$ cat config.mk
export PLATFORM = sky130hd
export DESIGN_NAME = object_record_stream_parser_unit
export DESIGN_NICKNAME = d
export VERILOG_FILES = /design/src/orsp_pkg.sv /design/src/orsp_parse.sv /design/src/object_record_stream_parser_unit.sv
export SDC_FILE = /design/constraint.sdc
export NUM_CORES = 2
export LEC_CHECK = 0
export ABC_AREA = 1
export BUFFER_PORTS_ARGS = -buffer_cell sky130_fd_sc_hd__buf_2
export CORE_ASPECT_RATIO = 1.2
export CORE_MARGIN = 1
export CORE_UTILIZATION = 45
export CTS_BUF_LIST = sky130_fd_sc_hd__clkbuf_2 sky130_fd_sc_hd__clkbuf_4 sky130_fd_sc_hd__clkbuf_8
export CTS_CLUSTER_DIAMETER = 30
export DETAILED_ROUTE_END_ITERATION = 12
export PLACE_DENSITY = 0.7
export RECOVER_POWER = 25
export SYNTH_ARGS = -nofsm -noshare
export SYNTH_HDL_FRONTEND = slang
export SYNTH_HIERARCHICAL = 1
export SYNTH_SLANG_ARGS = --single-unit
$ cat constraint.sdc
create_clock -name clock -period 39.1 [get_ports clock]
set_input_delay 7.82 -clock clock [delete_from_list [all_inputs] [get_ports clock]]
set_output_delay 7.82 -clock clock [all_outputs]
set_load 0.1 [all_outputs]
$ cat src/orsp_pkg.sv
// Package for the object record stream parser: channel payload types, event
// and phase codes, record opcodes and small helper functions.
// No dependencies.
`default_nettype none

package orsp_pkg;

   localparam logic [7:0] OP_END       = 8'h00;
   localparam logic [7:0] OP_CONST_MAX = 8'hDF;
   localparam logic [7:0] OP_RELOC     = 8'hE2;
   localparam logic [7:0] OP_INTERSEG  = 8'hE3;
   localparam logic [7:0] OP_DS        = 8'hF1;
   localparam logic [7:0] OP_LCONST    = 8'hF2;
   localparam logic [7:0] OP_CRELOC    = 8'hF5;
   localparam logic [7:0] OP_CINTERSEG = 8'hF6;
   localparam logic [7:0] OP_SUPER     = 8'hF7;

   localparam int         FIELD_DEPTH  = 14;
   localparam logic [7:0] NUMLEN_RESET = 8'd4;
   localparam logic [7:0] SKIP_FLAG    = 8'h80;
   localparam logic [6:0] SKIP_MASK    = 7'h7F;
   localparam logic [15:0] PAGE_STEP   = 16'h0100;

   typedef enum logic [3:0] {
      EV_CONST        = 4'd0,
      EV_DS           = 4'd1,
      EV_LCONST       = 4'd2,
      EV_RELOC        = 4'd3,
      EV_INTERSEG     = 4'd4,
      EV_CRELOC       = 4'd5,
      EV_CINTERSEG    = 4'd6,
      EV_SUPER_HEADER = 4'd7,
      EV_SUPER_SKIP   = 4'd8,
      EV_SUPER_PATCH  = 4'd9,
      EV_END          = 4'd10,
      EV_UNSUPPORTED  = 4'd11,
      EV_SUPER_ERROR  = 4'd12,
      EV_SUPER_DONE   = 4'd13
   } event_type;

   typedef enum logic [2:0] {
      PH_OP     = 3'd0,
      PH_FIELDS = 3'd1,
      PH_SKIP   = 3'd2,
      PH_SBODY  = 3'd3,
      PH_SOFFS  = 3'd4
   } phase_type;

   typedef struct packed {
      logic [7:0] data_byte;
      logic       body_start;
   } req_type;

   typedef struct packed {
      logic [3:0]        event_res;
      logic [7:0]        record_opcode;
      logic [7:0]        super_type;
      logic [15:0]       patch_page;
      logic [7:0]        patch_offset;
      logic [31:0]       byte_count;
      logic signed [7:0] shift_amount;
      logic [31:0]       start_offset;
      logic [31:0]       reference_offset;
      logic [15:0]       file_number;
      logic [15:0]       segment_number;
      logic              last_of_run;
   } rsp_type;

   typedef struct packed {
      logic [1:0] count;
      rsp_type    slot0;
      rsp_type    slot1;
   } push_type;

   function automatic logic [3:0] fields_needed(input logic [7:0] op);
      logic [3:0] n;
      case (op)
         OP_RELOC:     n = 4'd10;
         OP_INTERSEG:  n = 4'd14;
         OP_CRELOC:    n = 4'd6;
         OP_CINTERSEG: n = 4'd7;
         OP_LCONST:    n = 4'd4;
         OP_SUPER:     n = 4'd5;
         default:      n = 4'd0;
      endcase
      return n;
   endfunction

   function automatic rsp_type make_result(input event_type ev, input logic [7:0] op);
      rsp_type r;
      r = '0;
      r.event_res = ev;
      r.record_opcode = op;
      return r;
   endfunction

endpackage

`default_nettype wire

$ cat src/orsp_parse.sv
// Parser core: record phase tracking, field capture and event generation for
// one body byte per transfer, plus the number length register.
// Depends on orsp_pkg.
`default_nettype none

module orsp_parse (
   input  wire logic             clock,
   input  wire logic             reset,
   input  wire logic             accept,
   input  wire orsp_pkg::req_type req_data,
   input  wire logic             csr_we,
   input  wire logic [7:0]       csr_wdata,
   output orsp_pkg::push_type    push
);

   orsp_pkg::phase_type phase_ff, phase_in;
   logic [7:0]        record_ff, record_in;
   logic [7:0]        fb_ff [orsp_pkg::FIELD_DEPTH];
   logic [7:0]        fb_in [orsp_pkg::FIELD_DEPTH];
   logic [3:0]        index_ff, index_in;
   logic [31:0]       skip_ff, skip_in;
   logic signed [32:0] remain_ff, remain_in;
   logic [7:0]        kind_ff, kind_in;
   logic [15:0]       page_ff, page_in;
   logic [7:0]        patches_ff, patches_in;
   logic              stopped_ff, stopped_in;
   logic [7:0]        numlen_ff;

   orsp_pkg::phase_type ph;
   logic [7:0]        rec_cur;
   logic [3:0]        idx_cur;
   logic [31:0]       skip_cur;
   logic signed [32:0] rem_cur;
   logic [7:0]        kind_cur;
   logic [15:0]       page_cur;
   logic [7:0]        patches_cur;
   logic              stopped_cur;
   logic [7:0]        b;
   logic [31:0]       raw;
   logic [15:0]       amt;
   logic              check_end;
   orsp_pkg::rsp_type r0, r1;
   logic [1:0]        n_res;

   always_comb begin
      b = req_data.data_byte;
      if (req_data.body_start) begin
         ph          = orsp_pkg::PH_OP;
         rec_cur     = '0;
         idx_cur     = '0;
         skip_cur    = '0;
         rem_cur     = '0;
         kind_cur    = '0;
         page_cur    = '0;
         patches_cur = '0;
         stopped_cur = 1'b0;
      end else begin
         ph          = phase_ff;
         rec_cur     = record_ff;
         idx_cur     = index_ff;
         skip_cur    = skip_ff;
         rem_cur     = remain_ff;
         kind_cur    = kind_ff;
         page_cur    = page_ff;
         patches_cur = patches_ff;
         stopped_cur = stopped_ff;
      end

      phase_in   = ph;
      record_in  = rec_cur;
      index_in   = idx_cur;
      skip_in    = skip_cur;
      remain_in  = rem_cur;
      kind_in    = kind_cur;
      page_in    = page_cur;
      patches_in = patches_cur;
      stopped_in = stopped_cur;
      for (int k = 0; k < orsp_pkg::FIELD_DEPTH; k++) begin
         fb_in[k] = fb_ff[k];
      end
      raw       = '0;
      amt       = '0;
      check_end = 1'b0;
      r0        = '0;
      r1        = '0;
      n_res     = 2'd0;

      if (!stopped_cur) begin
         case (ph)
            orsp_pkg::PH_OP: begin
               record_in = b;
               if (b != orsp_pkg::OP_END && b <= orsp_pkg::OP_CONST_MAX) begin
                  r0 = orsp_pkg::make_result(orsp_pkg::EV_CONST, b);
                  r0.byte_count = {24'd0, b};
                  n_res = 2'd1;
                  skip_in = {24'd0, b};
                  phase_in = orsp_pkg::PH_SKIP;
               end else if (b == orsp_pkg::OP_END) begin
                  r0 = orsp_pkg::make_result(orsp_pkg::EV_END, b);
                  n_res = 2'd1;
                  stopped_in = 1'b1;
               end else if (b == orsp_pkg::OP_DS) begin
                  r0 = orsp_pkg::make_result(orsp_pkg::EV_DS, b);
                  r0.byte_count = {24'd0, numlen_ff};
                  n_res = 2'd1;
                  skip_in = {24'd0, numlen_ff};
                  phase_in = (numlen_ff != 8'd0) ? orsp_pkg::PH_SKIP : orsp_pkg::PH_OP;
               end else if (orsp_pkg::fields_needed(b) != 4'd0) begin
                  index_in = '0;
                  phase_in = orsp_pkg::PH_FIELDS;
               end else begin
                  r0 = orsp_pkg::make_result(orsp_pkg::EV_UNSUPPORTED, b);
                  n_res = 2'd1;
                  stopped_in = 1'b1;
               end
            end
            orsp_pkg::PH_FIELDS: begin
               for (int k = 0; k < orsp_pkg::FIELD_DEPTH; k++) begin
                  if (idx_cur == 4'(k)) begin
                     fb_in[k] = b;
                  end
               end
               index_in = idx_cur + 4'd1;
               if (index_in >= orsp_pkg::fields_needed(rec_cur)) begin
                  phase_in = orsp_pkg::PH_OP;
                  raw = {fb_in[3], fb_in[2], fb_in[1], fb_in[0]};
                  case (rec_cur)
                     orsp_pkg::OP_RELOC: begin
                        r0 = orsp_pkg::make_result(orsp_pkg::EV_RELOC, rec_cur);
                        r0.start_offset = {fb_in[5], fb_in[4], fb_in[3], fb_in[2]};
                        r0.reference_offset = {fb_in[9], fb_in[8], fb_in[7], fb_in[6]};
                     end
                     orsp_pkg::OP_INTERSEG: begin
                        r0 = orsp_pkg::make_result(orsp_pkg::EV_INTERSEG, rec_cur);
                        r0.start_offset = {fb_in[5], fb_in[4], fb_in[3], fb_in[2]};
                        r0.file_number = {fb_in[7], fb_in[6]};
                        r0.segment_number = {fb_in[9], fb_in[8]};
                        r0.reference_offset = {fb_in[13], fb_in[12], fb_in[11], fb_in[10]};
                     end
                     orsp_pkg::OP_CRELOC: begin
                        r0 = orsp_pkg::make_result(orsp_pkg::EV_CRELOC, rec_cur);
                        r0.start_offset = {16'd0, fb_in[3], fb_in[2]};
                        r0.reference_offset = {16'd0, fb_in[5], fb_in[4]};
                     end
                     orsp_pkg::OP_CINTERSEG: begin
                        r0 = orsp_pkg::make_result(orsp_pkg::EV_CINTERSEG, rec_cur);
                        r0.start_offset = {16'd0, fb_in[3], fb_in[2]};
                        r0.file_number = 16'd1;
                        r0.segment_number = {8'd0, fb_in[4]};
                        r0.reference_offset = {16'd0, fb_in[6], fb_in[5]};
                     end
                     orsp_pkg::OP_LCONST: begin
                        r0 = orsp_pkg::make_result(orsp_pkg::EV_LCONST, rec_cur);
                        r0.byte_count = raw;
                        skip_in = raw;
                        phase_in = (raw != 32'd0) ? orsp_pkg::PH_SKIP : orsp_pkg::PH_OP;
                     end
                     default: begin
                        kind_in = fb_in[4];
                        page_in = '0;
                        remain_in = $signed({raw[31], raw}) - 33'sd1;
                        r0 = orsp_pkg::make_result(orsp_pkg::EV_SUPER_HEADER, rec_cur);
                        r0.super_type = fb_in[4];
                        r0.byte_count = raw;
                        check_end = 1'b1;
                     end
                  endcase
                  if (rec_cur != orsp_pkg::OP_LCONST && rec_cur != orsp_pkg::OP_SUPER) begin
                     r0.byte_count = {24'd0, fb_in[0]};
                     r0.shift_amount = fb_in[1];
                  end
                  n_res = 2'd1;
               end
            end
            orsp_pkg::PH_SKIP: begin
               if (skip_cur != 32'd0) begin
                  skip_in = skip_cur - 32'd1;
               end
               if (skip_in == 32'd0) begin
                  phase_in = orsp_pkg::PH_OP;
               end
            end
            orsp_pkg::PH_SBODY: begin
               remain_in = rem_cur - 33'sd1;
               if ((b & orsp_pkg::SKIP_FLAG) != 8'd0) begin
                  amt = {1'b0, b[6:0] & orsp_pkg::SKIP_MASK, 8'd0};
                  r0 = orsp_pkg::make_result(orsp_pkg::EV_SUPER_SKIP, rec_cur);
                  r0.super_type = kind_cur;
                  r0.patch_page = page_cur;
                  r0.byte_count = {16'd0, amt};
                  n_res = 2'd1;
                  page_in = page_cur + amt;
                  check_end = 1'b1;
               end else begin
                  patches_in = b + 8'd1;
                  phase_in = orsp_pkg::PH_SOFFS;
               end
            end
            default: begin
               remain_in = rem_cur - 33'sd1;
               r0 = orsp_pkg::make_result(orsp_pkg::EV_SUPER_PATCH, rec_cur);
               r0.super_type = kind_cur;
               r0.patch_page = page_cur;
               r0.patch_offset = b;
               n_res = 2'd1;
               if (patches_cur != 8'd0) begin
                  patches_in = patches_cur - 8'd1;
               end
               if (patches_in == 8'd0) begin
                  page_in = page_cur + orsp_pkg::PAGE_STEP;
                  check_end = 1'b1;
               end
            end
         endcase

         if (check_end) begin
            if (remain_in == 33'sd0) begin
               r1 = orsp_pkg::make_result(orsp_pkg::EV_SUPER_DONE, rec_cur);
               r1.super_type = kind_in;
               r1.patch_page = page_in;
               n_res = 2'd2;
               phase_in = orsp_pkg::PH_OP;
            end else if (remain_in[32]) begin
               r1 = orsp_pkg::make_result(orsp_pkg::EV_SUPER_ERROR, rec_cur);
               r1.super_type = kind_in;
               r1.patch_page = page_in;
               n_res = 2'd2;
               stopped_in = 1'b1;
               phase_in = orsp_pkg::PH_OP;
            end else begin
               phase_in = orsp_pkg::PH_SBODY;
            end
         end
      end

      r0.last_of_run = (n_res == 2'd1);
      r1.last_of_run = 1'b1;
      push.count = accept ? n_res : 2'd0;
      push.slot0 = r0;
      push.slot1 = r1;
   end

   always_ff @(posedge clock) begin
      if (reset) begin
         phase_ff   <= orsp_pkg::PH_OP;
         record_ff  <= '0;
         index_ff   <= '0;
         skip_ff    <= '0;
         remain_ff  <= '0;
         kind_ff    <= '0;
         page_ff    <= '0;
         patches_ff <= '0;
         stopped_ff <= 1'b0;
      end else if (accept) begin
         phase_ff   <= phase_in;
         record_ff  <= record_in;
         index_ff   <= index_in;
         skip_ff    <= skip_in;
         remain_ff  <= remain_in;
         kind_ff    <= kind_in;
         page_ff    <= page_in;
         patches_ff <= patches_in;
         stopped_ff <= stopped_in;
      end
   end

   always_ff @(posedge clock) begin
      if (reset) begin
         numlen_ff <= orsp_pkg::NUMLEN_RESET;
      end else if (csr_we) begin
         numlen_ff <= csr_wdata;
      end
   end

   always_ff @(posedge clock) begin
      if (accept) begin
         for (int k = 0; k < orsp_pkg::FIELD_DEPTH; k++) begin
            fb_ff[k] <= fb_in[k];
         end
      end
   end

endmodule

`default_nettype wire

$ cat src/object_record_stream_parser_unit.sv
// Top level of the object record stream parser: parser core and result queue.
// Depends on orsp_pkg and orsp_parse.
//
// Usage: body bytes arrive on the req_ channel, one byte per transfer, with
// body_start set on the first byte of a new body, which clears the parser
// before that byte is taken as an opcode. Events leave on the rsp_ channel,
// one per transfer, with last_of_run set on the final event caused by a byte.
// A byte produces zero, one or two events.
// Events are registered in the result queue and offered in order on rsp_.
// Throughput: one byte per cycle while the receiver keeps up and bytes cause
// at most one event; the queue drains at most one event per cycle, so bytes
// that cause two events (SUPER header, skip or page end that closes the
// record) can hold back input. The byte is parsed combinationally against
// the state registers. req_ready is high while the four-entry result queue
// has room for two events, so a stalled receiver holds back input after at
// most four events. The number length register is written through csr_we
// and csr_wdata, takes effect on the next byte, and resets to 4.
// Reset is synchronous: the parser returns to awaiting an opcode, the queue
// empties, and req_ready is high in the first cycle after reset.
`default_nettype none

module object_record_stream_parser_unit (
   input  wire logic              clock,
   input  wire logic              reset,
   input  wire logic              req_valid,
   output logic                   req_ready,
   input  wire orsp_pkg::req_type req_data,
   output logic                   rsp_valid,
   input  wire logic              rsp_ready,
   output orsp_pkg::rsp_type      rsp_data,
   input  wire logic              csr_we,
   input  wire logic [7:0]        csr_wdata
);

   orsp_pkg::push_type push;
   orsp_pkg::rsp_type  queue_ff [4];
   logic [1:0]         wr_ptr_ff, wr_ptr_in;
   logic [1:0]         rd_ptr_ff, rd_ptr_in;
   logic [2:0]         count_ff, count_in;
   logic               accept;
   logic               pop;

   assign req_ready = (count_ff <= 3'd2);
   assign accept    = req_valid & req_ready;
   assign rsp_valid = (count_ff != 3'd0);
   assign rsp_data  = queue_ff[rd_ptr_ff];
   assign pop       = rsp_valid & rsp_ready;

   orsp_parse u_parse (
      .clock     (clock),
      .reset     (reset),
      .accept    (accept),
      .req_data  (req_data),
      .csr_we    (csr_we),
      .csr_wdata (csr_wdata),
      .push      (push)
   );

   always_comb begin
      wr_ptr_in = wr_ptr_ff + push.count;
      rd_ptr_in = rd_ptr_ff + {1'b0, pop};
      count_in  = count_ff + {1'b0, push.count} - {2'b00, pop};
   end

   always_ff @(posedge clock) begin
      if (reset) begin
         wr_ptr_ff <= '0;
         rd_ptr_ff <= '0;
         count_ff  <= '0;
      end else begin
         wr_ptr_ff <= wr_ptr_in;
         rd_ptr_ff <= rd_ptr_in;
         count_ff  <= count_in;
      end
   end

   always_ff @(posedge clock) begin
      if (push.count != 2'd0) begin
         queue_ff[wr_ptr_ff] <= push.slot0;
      end
      if (push.count == 2'd2) begin
         queue_ff[wr_ptr_ff + 2'd1] <= push.slot1;
      end
   end

   a_queue_bound: assert property (@(posedge clock) disable iff (reset)
      count_ff <= 3'd4)
      else $error("result queue overflow");

   a_reset_empty: assert property (@(posedge clock)
      $past(reset) |-> !rsp_valid)
      else $error("result offered right after reset");

   a_plain_fields: assert property (@(posedge clock) disable iff (reset)
      rsp_valid && (rsp_data.event_res == orsp_pkg::EV_CONST ||
                    rsp_data.event_res == orsp_pkg::EV_DS ||
                    rsp_data.event_res == orsp_pkg::EV_END ||
                    rsp_data.event_res == orsp_pkg::EV_UNSUPPORTED)
      |-> rsp_data.super_type == 8'd0 && rsp_data.patch_page == 16'd0 &&
          rsp_data.last_of_run)
      else $error("plain record event carries SUPER fields or is not last");

endmodule

`default_nettype wire
Word-level counts from Yosys, hierarchy flattened
Memory sizes are Yosys's and may differ from the RTL's. A register that Yosys moved wholly into a read port is not among the register bits.
Index checks and enable logic that the tools add are counted.

operators by class
  magnitude comparators = 3
  bitwise operators = 2
  add/sub/neg operators = 13
  reduce and logical (&&, ||, !) cells = 20
  eq/ne operators = 33
  mux-type cells = 144

operators by type and width
  operator                                                               count
  181-bit 2-to-1 mux                                                     11
  180-bit case mux with 5 select lines                                   1
  181-bit case mux with 4 select lines                                   1
  32-bit 2-to-1 mux                                                      10
  8-bit 2-to-1 mux                                                       36
  112-bit 2-to-1 mux                                                     2
  33-bit 2-to-1 mux                                                      5
  8-bit == test (second input constant)                                  13
  16-bit 2-to-1 mux                                                      6
  32-bit case mux with 3 select lines                                    1
  33-bit case mux with 2 select lines                                    1
  32-bit nonzero test                                                    2
  4-bit 2-to-1 mux                                                       13
  16-bit case mux with 3 select lines                                    1
  4-bit case mux with 6 select lines                                     2
  40-bit 2-to-1 mux                                                      1
  3-bit 2-to-1 mux                                                       12
  33-bit logical NOT                                                     1
  32-bit by 2-bit subtractor with 33-bit output (second input constant)  1
  33-bit by 2-bit subtractor with 33-bit output (second input constant)  1
  32-bit logical NOT                                                     1
  32-bit by 1-bit subtractor with 32-bit output (second input constant)  1
  4-bit == test (second input constant)                                  6
  1-bit 2-to-1 mux                                                       24
  other kinds (40)                                                       62

storage, ports and cells
  flip-flop bits (word level) = 128
  word-level logic and storage cells = 230
  RAM bits = 836
  input port bits = 22
  output and inout port bits = 183
  memories = 2

memories
  memory         words  width  rd ports  clocked after memory_dff  write ports  RTL line                                text
  queue_ff       4      181    1         1                         2            object_record_stream_parser_unit.sv:36  orsp_pkg::rsp_type queue_ff [4];
  u_parse.fb_ff  14     8      14        0                         14           orsp_parse.sv:18                        logic [7:0] fb_ff [orsp_pkg::FIELD_DEPTH];

Depth between registers and ports, before layout
  word-level depth = 21
  gate-level depth with buffers = 41
  gate-level depth less buffers = 40

Hierarchy
The synthesis kept the hierarchy.

by module, submodules not included
  module                            times used  seq. area each (µm²)  cells an instance  area each (µm²)
  object_record_stream_parser_unit  1           21881.0               3606               35082.4
  orsp_parse                        1           5785.5                3296               20285.7

Worst setup path before layout
OpenSTA, ideal clock, no wires.

  path type = input to register
  start = input req_data[0] (netlist bit)
  end = memory queue_ff[3][0] (netlist bit), enable pin
  required time = 38.113 ns
  buffers on the path = 2
  stages on the path = 29
  setup time = 0.987 ns
  arrival = 24.846 ns
  slack = 13.267 ns
  cells stage by stage = inv_2 buf_6 nand3_1 nor2_2 inv_1 nor4_1 nor4_1 ha_1 nand2_1 inv_1 nand3_1 nand3_1 nand2_1 nor2_2 buf_2 nand3_1 nand2_1 nand2_1 nand4_1 nor2_1 nand2_1 nor2_1 nand2_1 nand2_2 nand2_2 nand2_1 nor2_1 nor2_1 o31ai_1

RTL lines
  item             RTL line                                text
  start, declared  object_record_stream_parser_unit.sv:27  input wire orsp_pkg::req_type req_data,
  end, declared    object_record_stream_parser_unit.sv:36

==> results.sh <==
export IMPL_instances_no_fill=8729
export IMPL_wl_met3_um=17000
export IMPL_io_pins=205
export IMPL_dr_total_vias=49768
export IMPL_io_buffer_count=204
export IMPL_numCtsBuffers=188
export IMPL_grt_pass1_wl_um=273000
export IMPL_drc_errors=0
export IMPL_grt_max_degree=229
export IMPL_drt_wl_total_um=184000
export IMPL_path_clk_slew_ns=0.06
export IMPL_powerDensity_mw_per_mm2=64.7
export IMPL_syn_area_per_cell_um2=8.02
export IMPL_r2r_start="count_ff[1]$_SDFF_PP0_"
export IMPL_fp_row_count=140
export IMPL_slowest_delay_ns=1.79
export IMPL_die_h_um=386
export IMPL_synth_edf_count=836
export IMPL_cp_end_kind="flip-flop"
export IMPL_ys_ff_latch=964
export IMPL_grt_pass1_vias=45411
export IMPL_r2r_cells=10
export IMPL_cts_root_buf="clkbuf_8"
export IMPL_ir_drop_mv=0.0818
export IMPL_timing_rr_end="u_parse/fb_ff[1][8]$_DFFE_PP_"
export IMPL_vias_per_cell=5.70
export IMPL_cp_start_kind="input pin"
export IMPL_cts_tree="yes"
export IMPL_avgRoutedWirePerCell_um=21.1
export IMPL_min_period_over_period_pct=47.7
export IMPL_cts_resized=0
export IMPL_dr_pass1_iters=9
export IMPL_r2r_slack_ns=27.50
export IMPL_whs_path_depth=2
export IMPL_initial_core_util_pct=45.5
export IMPL_ys_async_sr_fraction_pct=0
export IMPL_m1WireLength_um=71100
export IMPL_dr_first_iter_drc_count=5451
export IMPL_wl_met2_um=86400
export IMPL_path_class="input pin to flip-flop"
export IMPL_areaGrowthSynthToFinish_pct=8.76
export IMPL_slew_violations=977
export IMPL_finalWeightedCongestion=1.01
export IMPL_synthCells=6902
export IMPL_dieArea_mm2=0.124
export IMPL_highest_layer="met5"
export IMPL_min_path_type="flip-flop to flip-flop"
export IMPL_h_tree_depth=4
export IMPL_cp_common_cell="nand2_1"
export IMPL_clock_skew_ns=0.0627
export IMPL_critPathSlowestCell="clkbuf_1"
export IMPL_dp_cells=8377
export IMPL_cp_data_required_time_ns=39.60
export IMPL_outcome="complete, but fails checks"
export IMPL_synth_distinct_cells=55
export IMPL_leakagePower_nw=22.8
export IMPL_cap_violations=19
export IMPL_nFillCells=11614
export IMPL_mostFrequentLayoutCell="nand2_1"
export IMPL_synthFlopType="edfxtp_1"
export IMPL_track_usage_pct=28.9
export IMPL_hold_viol=0
export IMPL_p_comb_share_pct=39.4
export IMPL_setup_viol=0
export IMPL_grt_ovfl_total=0
export IMPL_setup_tns_final_ns=0
export IMPL_hold_end="u_parse/page_ff[0]$_SDFFE_PP0P_"
export IMPL_ys_seq_area_share_pct=50.0
export IMPL_cts_setup_buffers=0
export IMPL_crit_arrival_ns=19.15
export IMPL_detailedPlacementHpwl_um=118000
export IMPL_cts_hold_buf=0
export IMPL_drive_gt1_share_pct=7.33
export IMPL_ys_warn_count=6
export IMPL_relSlewSlack_pct=-181
export IMPL_cts_sinks=964
export IMPL_p_int_w=0.00208
export IMPL_clk_path_buf_depth=3
export IMPL_grt_antenna_before_repair=7
export IMPL_fin_crit_ns=18.65
export IMPL_fin_nets=6983
export IMPL_clkPwrFrac_pct=28.4
export IMPL_final_cell_mix="nand2_1 (1,577), o21ai_0 (853), edfxtp_1 (836)"
export IMPL_dieWidth_um=322
export IMPL_p_total_w=0.00390
export IMPL_switching_share_pct=46.7
export IMPL_violations="capacitance limit, slew limit"
export IMPL_path_max_fanout=75
export IMPL_share_seq_of_total_power_pct=32.2
export IMPL_rsz0062_at_grt="no"
export IMPL_tightest_slew_ns=4.22
export IMPL_clk_latency_ns=0.93
export IMPL_min_from="u_parse/page_ff[0]$_SDFFE_PP0P_"
export IMPL_core_mm2=0.122
export IMPL_p_sw_w=0.00182
export IMPL_drt_antenna_violating_nets=0
export IMPL_fmax_mhz=53.6
export IMPL_syn_area_mm2=0.0554
## synthesized netlist by cell type, types with 25 or more instances
cell	count	area, um2
inv_1	599	2250
clkbuf_1	263	987
buf_4	152	1140
buf_2	88	440
buf_6	66	743
nor2_1	787	2950
nand3_1	219	1100
o211ai_1	44	330
o21ai_1	525	2630
o21ai_0	850	4250
nand2_1	1578	5920
a31oi_1	26	163
nand4_1	30	188
edfxtp_1	836	25100
nor3_1	28	140
ha_1	25	313
a21oi_1	237	1190
dfxtp_1	128	2560
o22ai_1	205	1280
## state kept, by name, indices dropped and copies added, names as in the netlist, 4 cells and up
| signal | count |
|---|---|
| u_parse/skip_ff | 32 |
| u_parse/kind_ff | 8 |
| u_parse/remain_ff | 33 |
| queue_ff | 724 |
| u_parse/record_ff | 8 |
| u_parse/page_ff | 16 |
| u_parse/fb_ff | 112 |
| u_parse/numlen_ff | 8 |
| u_parse/patches_ff | 8 |
| u_parse/index_ff | 4 |
## critical path: cells and delay by family
kind	cells	cell delay, ns
AOI/OAI and AO/OA	2	0.61
adders and majority gates	1	0.26
and+or+nand+nor	26	5.31
buffers and inverters	8	4.88
## final cells by class
cell class	count	area (um2)	area share (%)
flip-flops and latches	964	27700	46.0
diodes	6	15.0	0.0249
multi-input cells	4881	22600	37.5
clock buffers	240	3040	5.05
well taps	1633	2040	3.39
clock inverters	106	1120	1.86
inverters	620	2340	3.88
repair buffers	279	1410	2.33
## per-stage QoR
stage | utilization [%] | instance area [um2] | worst slack [ns] | hold WS [ns]
detailed placement | 46.3 | 56400 | 22.19 | 0.436
finish | 49.5 | 60200 | 20.45 | 0.444
floorplan | - | 55900 | 13.27 | 0.425
CTS | 49.7 | 60500 | 23.14 | 0.446
global placement | 46.3 | 56400 | 22.30 | 0.433
global route | 49.5 | 60200 | 19.95 | 0.470
## kinds of logic (layout without fill, tap and decap cells)
kind of cell	Yosys count	after routing	synth area share, %
and+or+nand+nor	2721	2721	19.8
AOI/OAI and AO/OA	1961	1961	18.9
buffers and inverters	1201	1245	10.3
DFF	964	964	50.0
adders and majority gates	27	27	0.637
xor gates and xnor gates	26	26	0.411
other	2	152	0.0136
## power by group through the flow
| stage | clock network [W] | registers, W | logic (W) |
|---|---|---|---|
| after floorplan | 0 | 0.00128 | 0.00121 |
| after global placement | 0 | 0.00127 | 0.00154 |
| after detailed placement | 0 | 0.00127 | 0.00154 |
| after CTS | 0.00112 | 0.00125 | 0.00155 |
| after global routing | 0.00116 | 0.00126 | 0.00161 |
| final | 0.00111 | 0.00125 | 0.00153 |
## worst max-delay path by stage
stage | from | endpoint | slack, ns | cells after the start
floorplan | req_data[0] | queue_ff[3][0]$_DFFE_PP_ | 13.27 | 29
global placement | req_data[0] | queue_ff[1][71]$_DFFE_PP_ | 22.30 | 34
detailed placement | req_data[0] | queue_ff[1][118]$_DFFE_PP_ | 22.19 | 34
CTS | req_data[0] | queue_ff[1][76]$_DFFE_PP_ | 23.14 | 34
global route | req_data[0] | queue_ff[3][115]$_DFFE_PP_ | 19.95 | 37
finish | req_data[0] | queue_ff[3][110]$_DFFE_PP_ | 20.45 | 37
## metal layers
metal,GRT usage [%],up-vias
met5,0,-
met4,15.5,6
met3,5.27,450
met2,46.7,2584
met1,36.7,23422
li1,-,23306
No activity file was read; power rests on OpenSTA's default activity.
